## src/hw/rtl/srg_pkg.sv

```systemverilog
// Shared types, codes and neighbor tables for the seeded region grower.
package srg_pkg;

  // Default store geometry
  localparam int DEF_MAX_WIDTH  = 256;
  localparam int DEF_MAX_HEIGHT = 256;

  // Field and register widths
  localparam int REQ_W    = 2;
  localparam int POS_W    = 8;
  localparam int GRAY_W   = 8;
  localparam int TOL_W    = 9;
  localparam int STATUS_W = 2;
  localparam int CFG_IDX_W  = 2;
  localparam int CFG_DATA_W = 9;
  localparam int DIM_W    = 9;
  localparam int BPP_W    = 3;

  // Request codes
  localparam logic [REQ_W-1:0] REQ_LOAD   = 2'd0;
  localparam logic [REQ_W-1:0] REQ_GROW   = 2'd1;
  localparam logic [REQ_W-1:0] REQ_READ   = 2'd2;
  localparam logic [REQ_W-1:0] REQ_UNUSED = 2'd3;

  // Status codes
  localparam logic [STATUS_W-1:0] STS_OK       = 2'd0;
  localparam logic [STATUS_W-1:0] STS_SEED_OUT = 2'd1;
  localparam logic [STATUS_W-1:0] STS_BAD_FMT  = 2'd2;

  // Register indexes
  localparam logic [CFG_IDX_W-1:0] REG_IMG_W = 2'd0;
  localparam logic [CFG_IDX_W-1:0] REG_IMG_H = 2'd1;
  localparam logic [CFG_IDX_W-1:0] REG_BPP   = 2'd2;

  // Register reset values
  localparam logic [DIM_W-1:0] IMG_W_RESET = 9'd256;
  localparam logic [DIM_W-1:0] IMG_H_RESET = 9'd256;
  localparam logic [BPP_W-1:0] BPP_RESET   = 3'd1;
  localparam logic [BPP_W-1:0] BPP_ONE     = 3'd1;

  // One coordinate step of a neighbor: +1, -1 or none
  typedef struct packed {
    logic inc;
    logic dec;
  } step_t;

  // Commands from the controller to the datapath
  typedef struct packed {
    logic req_cap;   // accept a request word
    logic load_wr;   // write a pixel
    logic mask_rd;   // read mask bit at request position
    logic rd_done;   // capture read result
    logic clr_step;  // clear one mask entry
    logic seed_rd;   // read seed pixel
    logic seed_wr;   // mark seed, push it
    logic pop;       // pop stack top
    logic pop_load;  // load popped pixel as current
    logic nb_rd;     // read neighbor mask and pixel
    logic nb_skip;   // step past neighbor outside image
    logic nb_wr;     // join neighbor if it qualifies, next neighbor
  } cmd_t;

  // Status from the datapath to the controller
  typedef struct packed {
    logic [REQ_W-1:0] in_type;
    logic grow_ok;
    logic clr_last;
    logic depth_zero;
    logic k_last;
    logic nb_ok;
  } sts_t;

  // 8-connected neighbor order, column step
  function automatic step_t nb_x_step(input logic [2:0] k);
    step_t s;
    s = '0;
    unique case (k)
      3'd1, 3'd2, 3'd3: s.inc = 1'b1;
      3'd5, 3'd6, 3'd7: s.dec = 1'b1;
      default: s = '0;
    endcase
    return s;
  endfunction

  // 8-connected neighbor order, row step
  function automatic step_t nb_y_step(input logic [2:0] k);
    step_t s;
    s = '0;
    unique case (k)
      3'd0, 3'd1, 3'd7: s.inc = 1'b1;
      3'd3, 3'd4, 3'd5: s.dec = 1'b1;
      default: s = '0;
    endcase
    return s;
  endfunction

endpackage

```

## src/hw/rtl/srg_ctrl.sv

```systemverilog
// Controller: sequences requests, mask clearing and the stack-driven fill.
module srg_ctrl (
  input  logic          clk,
  input  logic          rst_n,
  input  logic          in_valid,
  output logic          in_ready,
  output logic          out_valid,
  input  logic          out_ready,
  input  srg_pkg::sts_t sts,
  output srg_pkg::cmd_t cmd
);

  localparam logic [3:0] S_INIT  = 4'd0;
  localparam logic [3:0] S_IDLE  = 4'd1;
  localparam logic [3:0] S_RD    = 4'd2;
  localparam logic [3:0] S_CLR   = 4'd3;
  localparam logic [3:0] S_SEED  = 4'd4;
  localparam logic [3:0] S_SEEDW = 4'd5;
  localparam logic [3:0] S_POP   = 4'd6;
  localparam logic [3:0] S_POPW  = 4'd7;
  localparam logic [3:0] S_NB    = 4'd8;
  localparam logic [3:0] S_NBW   = 4'd9;
  localparam logic [3:0] S_OUT   = 4'd10;

  logic [3:0] state_r, state_nxt;

  assign in_ready  = (state_r == S_IDLE);
  assign out_valid = (state_r == S_OUT);

  always_comb begin
    state_nxt = state_r;
    cmd       = '0;
    unique case (state_r)
      // mask clearing pass after reset
      S_INIT: begin
        cmd.clr_step = 1'b1;
        if (sts.clr_last) state_nxt = S_IDLE;
      end
      S_IDLE: begin
        if (in_valid) begin
          cmd.req_cap = 1'b1;
          priority if (sts.in_type == srg_pkg::REQ_LOAD) begin
            cmd.load_wr = 1'b1;
            state_nxt   = S_OUT;
          end else if (sts.in_type == srg_pkg::REQ_READ) begin
            cmd.mask_rd = 1'b1;
            state_nxt   = S_RD;
          end else if (sts.in_type == srg_pkg::REQ_GROW && sts.grow_ok) begin
            state_nxt = S_CLR;
          end else begin
            state_nxt = S_OUT;
          end
        end
      end
      S_RD: begin
        cmd.rd_done = 1'b1;
        state_nxt   = S_OUT;
      end
      S_CLR: begin
        cmd.clr_step = 1'b1;
        if (sts.clr_last) state_nxt = S_SEED;
      end
      S_SEED: begin
        cmd.seed_rd = 1'b1;
        state_nxt   = S_SEEDW;
      end
      S_SEEDW: begin
        cmd.seed_wr = 1'b1;
        state_nxt   = S_POP;
      end
      S_POP: begin
        if (sts.depth_zero) begin
          state_nxt = S_OUT;
        end else begin
          cmd.pop   = 1'b1;
          state_nxt = S_POPW;
        end
      end
      S_POPW: begin
        cmd.pop_load = 1'b1;
        state_nxt    = S_NB;
      end
      // test one neighbor per visit
      S_NB: begin
        if (sts.nb_ok) begin
          cmd.nb_rd = 1'b1;
          state_nxt = S_NBW;
        end else begin
          cmd.nb_skip = 1'b1;
          state_nxt   = sts.k_last ? S_POP : S_NB;
        end
      end
      S_NBW: begin
        cmd.nb_wr = 1'b1;
        state_nxt = sts.k_last ? S_POP : S_NB;
      end
      S_OUT: begin
        if (out_ready) state_nxt = S_IDLE;
      end
      default: state_nxt = S_INIT;
    endcase
  end

  always_ff @(posedge clk) begin
    if (!rst_n) begin
      state_r <= S_INIT;
    end else begin
      state_r <= state_nxt;
    end
  end

endmodule

```

## config.mk

```make
export PLATFORM = sky130hd
export DESIGN_NAME = srg_ctrl
export DESIGN_NICKNAME = d
export VERILOG_FILES = /design/src/hw/rtl/srg_pkg.sv /design/src/hw/rtl/srg_ctrl.sv
export SDC_FILE = /design/constraint.sdc
export NUM_CORES = 1
export LEC_CHECK = 0
export BUFFER_PORTS_ARGS = -buffer_cell sky130_fd_sc_hd__buf_2
export CORE_AREA = 2 2 39 41
export CTS_BUF_LIST = sky130_fd_sc_hd__clkbuf_4 sky130_fd_sc_hd__clkbuf_8
export DETAILED_ROUTE_END_ITERATION = 16
export DIE_AREA = 0 0 41 43
export PLACE_DENSITY = 0.75
export SYNTH_ARGS = -nofsm -noshare
export SYNTH_HDL_FRONTEND = slang
export SYNTH_SLANG_ARGS = --single-unit
```

## constraint.sdc

```tcl
create_clock -name clk -period 3.11 [get_ports clk]
set_input_delay 0.1555 -clock clk [delete_from_list [all_inputs] [get_ports clk]]
set_output_delay 0.1555 -clock clk [all_outputs]
set_load 0.05 [all_outputs]
```

== Yosys cells after proc, flatten, opt, wreduce, memory -nomap -nowiden ==
Cells that the tools add are included.

* Register bits after elaboration: 4
* Bits of input ports: 11
* Output and inout bits: 14
* Logic and storage cells: 49

* Equal/unequal tests: 16
* Mux-type cells: 27
* Reduce and logical (&&, ||, !) cells: 5

{| class="wikitable"
|+ Operators with widths
! operator !! count
|-
| $pmux 4 s11 || 1
|-
| $mux 4 || 10
|-
| $eq 4x3->1 const B || 4
|-
| $mux 1 || 13
|-
| $eq 4x4->1 const B || 3
|-
| $eq 4x2->1 const B || 2
|-
| $mux 3 || 2
|-
| $ne 2x2->1 const B || 3
|-
| $eq 4x1->1 const B || 1
|-
| $logic_not 4->1 || 1
|-
| $reduce_and 4->1 || 1
|-
| $eq 2x1->1 const B || 1
|-
| $eq 2x2->1 const B || 1
|-
| $logic_not 2->1 || 1
|-
| $mux 2 || 1
|-
| $ne 2x1->1 const B || 1
|-
| $reduce_or 2->1 || 1
|-
| $logic_and 1x1->1 || 1
|}

== Longest topological paths before layout ==
* Depth after elaboration: 7
* Depth in mapped cells: 6
* Gate-level depth less buffers: 5

== Least setup slack after synthesis ==
Ideal clock, no wire load.

* Path type: reg2out
* Start: reg state_r[1]
* End: out cmd[9] (netlist bit)
* Data arrival time: 2.629 ns
* Data required time: 2.954 ns
* Slack: 0.325 ns
* Stages on the path, launching flop included: 6
* Path buffers: 1
* Path through: dfxtp_1 > buf_4 > nand2b_4 > nor3_2 > nand2_1 > nor3b_1

{| class="wikitable"
|+ RTL lines
! what !! line !! text
|-
| from (decl) || srg_ctrl.sv:25 || <nowiki>logic [3:0] state_r, state_nxt;</nowiki>
|-
| from (signal assigned) || srg_ctrl.sv:108 || <nowiki>state_r <= state_nxt;</nowiki>
|-
| to (decl) || srg_ctrl.sv:10 || <nowiki>output srg_pkg::cmd_t cmd</nowiki>
|}

==> results_dict.tcl <==
set metrics [dict create \
    clk_latency_ns 0.24 \
    worstPathArrival_ns 1.88 \
    synth_top_area_share 0.147 \
    critical_path_peak_fanout 19 \
    coreArea_um2 1380 \
    synth-compound-area-share 0.289 \
    met1_usage 0.215 \
    finalNonFillerCells 110 \
    synth_top_family_by_area "simple AND/OR/NAND/NOR gates" \
    grt_pass1_wl_um 1950 \
    reg2reg_setup_slack_ns 1.31 \
    period_share 0.654 \
    cp-end-kind "primary output" \
    largestRegisters "state_r (4)" \
    regMostFlops "state_r" \
    ys_ff_latch 4 \
    p_total_uw 571 \
    nets 107 \
    nFillCells 150 \
    post_synth_and_or_nand_nor_area_fraction 0.420 \
    synth_mux_area_frac 0.0275 \
    synth_nets 85 \
    skew_ns 0.00596 \
    timing.fmax_mhz 492 \
    die_x_um 41 \
    grt_pass1_vias 459 \
    drt_drc_violations_left 0 \
    postPlaceCellArea_um2 633 \
    cts_root_buffer "clkbuf_4" \
    cts_hold_buf 0 \
    seq_area_frac_synth 0.147 \
    seqCellArea_um2 80.1 \
    tns_ns 0 \
    ir_worst_vdd_v 0.000486 \
    grt.overflow.total 0 \
    diodes 0 \
    cts_tree "done" \
    min_period_ns 2.03 \
    hold_path.class "input pin to flip-flop" \
    floorplan.rows 14 \
    dieHeight_um 43 \
    critical_path_class "flip-flop to primary output" \
    leakagePower_uw 0.000289 \
    grtUsageMet2 0.234 \
    synth-adder-area-share 0 \
    syn_area_um2 546 \
    io_buffers 24 \
    slew_violations 0 \
    dp_hpwl_um 1020 \
    drt_wl_total_um 1380 \
    post-route-util 0.474 \
    final_cell_area_um2 656 \
    grt_max_degree 20 \
    cap_violations 0 \
    routed-via-count 602 \
    drive_gt1_frac 0.362 \
    run_status "finished, final reports clean" \
    drtAntennaViolNets 0 \
    reg2reg_from "state_r[0]$_SDFFE_PN0P_" \
    start_util 0.394 \
    required_ns 2.95 \
    gp_congestion 0.862 \
    yosysTopAreaCell "dfxtp_1" \
    tightest_slew_ns 0.639 \
    maxSlewHeadroom 0.573 \
    clk_path_buf_depth 2 \
    syn_avg_cell_area_um2 7.37 \
    clk_pin_slew_ns 0.04 \
    viasPerCell 5.47 \
    antenna_found_initial 0 \
    post-cts-setup-buffers 0 \
    min_from "rst_n" \
    setup-violations-final 0 \
    crit_path_start_kind "flip-flop" \
    r2r_cells 5 \
    hold_violations 0 \
    min_path_cells 2 \
    synth_area_leaders "dfxtp_1, nor3_1, nand2b_4" \
    cts_max_level 1 \
    synth_xor_area_frac 0 \
    cts_resized 0 \
    busiest_layer "met2" \
    grt_use_met3 0.0471 \
    wire_per_inst_um 12.6 \
    grtUsageTotal 0.161 \
    drt_iter0_drc 13 \
    area_growth_pct 20.2 \
    synthDistinctLibCells 37 \
    cts_buffers 3 \
    ys_warn_count 0 \
    hold_end "state_r[1]$_SDFFE_PN0P_" \
    multiInputGateArea_um2 402 \
    dr.pass1.iters 4 \
    die-area_um2 1760 \
    cts.sinks 4 \
    largest_register_ffs 4 \
    pin_count 25 \
    power_density_nw_per_um2 870 \
    dp_cells 107 \
    synthCells 74 \
    rsz0062_at_grt "no" \
    r2r-end "state_r[0]$_SDFFE_PN0P_" \
]
-- power by group --
group,switching (uW),internal (uW),total [uW]
combinational,235,138,372
clock,21.4,43.1,64.6
sequential,66.9,66.8,134
-- cells in the final DEF, fill, tap and decap left out, types with 2 or more instances in the layout --
master    netlist  routed
nor3_1          6       6
nor2_1          6       6
nand2b_1        2       2
a21oi_1         2       2
nor2b_1         4       4
o21ai_0         5       5
o21a_1          2       2
nor3b_1         2       2
nand2b_4        2       2
clkbuf_4        0       3
o21ai_1         2       2
inv_1           3       3
o32ai_1         2       2
dfxtp_1         4       4
o21bai_1        2       2
buf_2           3      24
nand2_1         3       3
nor4_1          2       2
-- cells by family after synthesis --
| group | Yosys count |
|---|---|
| multiplexers | 1 |
| AND/OR/NAND/NOR | 36 |
| buffers and inverters | 10 |
| AO/OA/AOI/OAI | 23 |
| flip-flops | 4 |
-- worst max-delay path, stage by stage, from the launching register on --
cell      delay (ns)
dfxtp_1         0.72
nand2b_4        0.14
nor3_2          0.20
nand2_1         0.12
nor3b_1         0.17
buf_2           0.29
-- stage by stage --
step,setup slack [ns],hold WS (ns)
6_report,1.08,0.168
5_1_grt,0.952,0.167
2_1_floorplan,0.325,0.284
3_5_place_dp,1.35,0.413
4_1_cts,1.08,0.164
3_3_place_gp,1.37,0.417
-- worst max-delay path by stage --
stage	start	end	cells after the start
after global routing	state_r[0]$_SDFFE_PN0P_	cmd[9]	5
after detailed placement	state_r[0]$_SDFFE_PN0P_	cmd[9]	5
final	state_r[0]$_SDFFE_PN0P_	cmd[9]	5
after global placement	state_r[0]$_SDFFE_PN0P_	cmd[9]	5
after floorplan	state_r[1]$_SDFFE_PN0P_	cmd[9]	5
after CTS	state_r[0]$_SDFFE_PN0P_	cmd[9]	5
-- synthesized netlist by cell type --
cell,number
and3_1,1
a31oi_1,1
o22ai_1,1
inv_1,3
a22oi_1,1
nor4_1,2
o21bai_1,2
nand3b_1,1
nand2b_4,2
nor4b_1,1
nand2_1,3
nor3_2,1
buf_4,2
o211ai_1,1
a21boi_1,1
buf_2,3
nor4bb_1,1
nor2b_1,4
a21oi_1,2
o21ai_0,5
nand3_1,1
o21a_1,2
dfxtp_1,4
mux2_4,1
nor2_1,6
nand2b_1,2
o32a_1,1
and2_2,1
nand2b_2,1
and3b_1,1
o32ai_1,2
a211oi_2,1
nor3_1,6
a211oi_1,1
nor3b_1,2
buf_6,2
o21ai_1,2
-- per-layer routing --
metal  up-vias  share of wire
met1       270           0.47
met4         0              0
met3         0          0.064
li1        310              -
met5         -              0
met2        22           0.46
-- area by class of cell --
class | instances | area share
Sequential cell | 4 | 0.122
Timing Repair Buffer | 24 | 0.183
Clock buffer | 3 | 0.0344
Inverter | 3 | 0.0172
Multi-Input combinational cell | 60 | 0.613
Tap cell | 16 | 0.0305
Note: power is estimated with default switching activity, not from simulation.
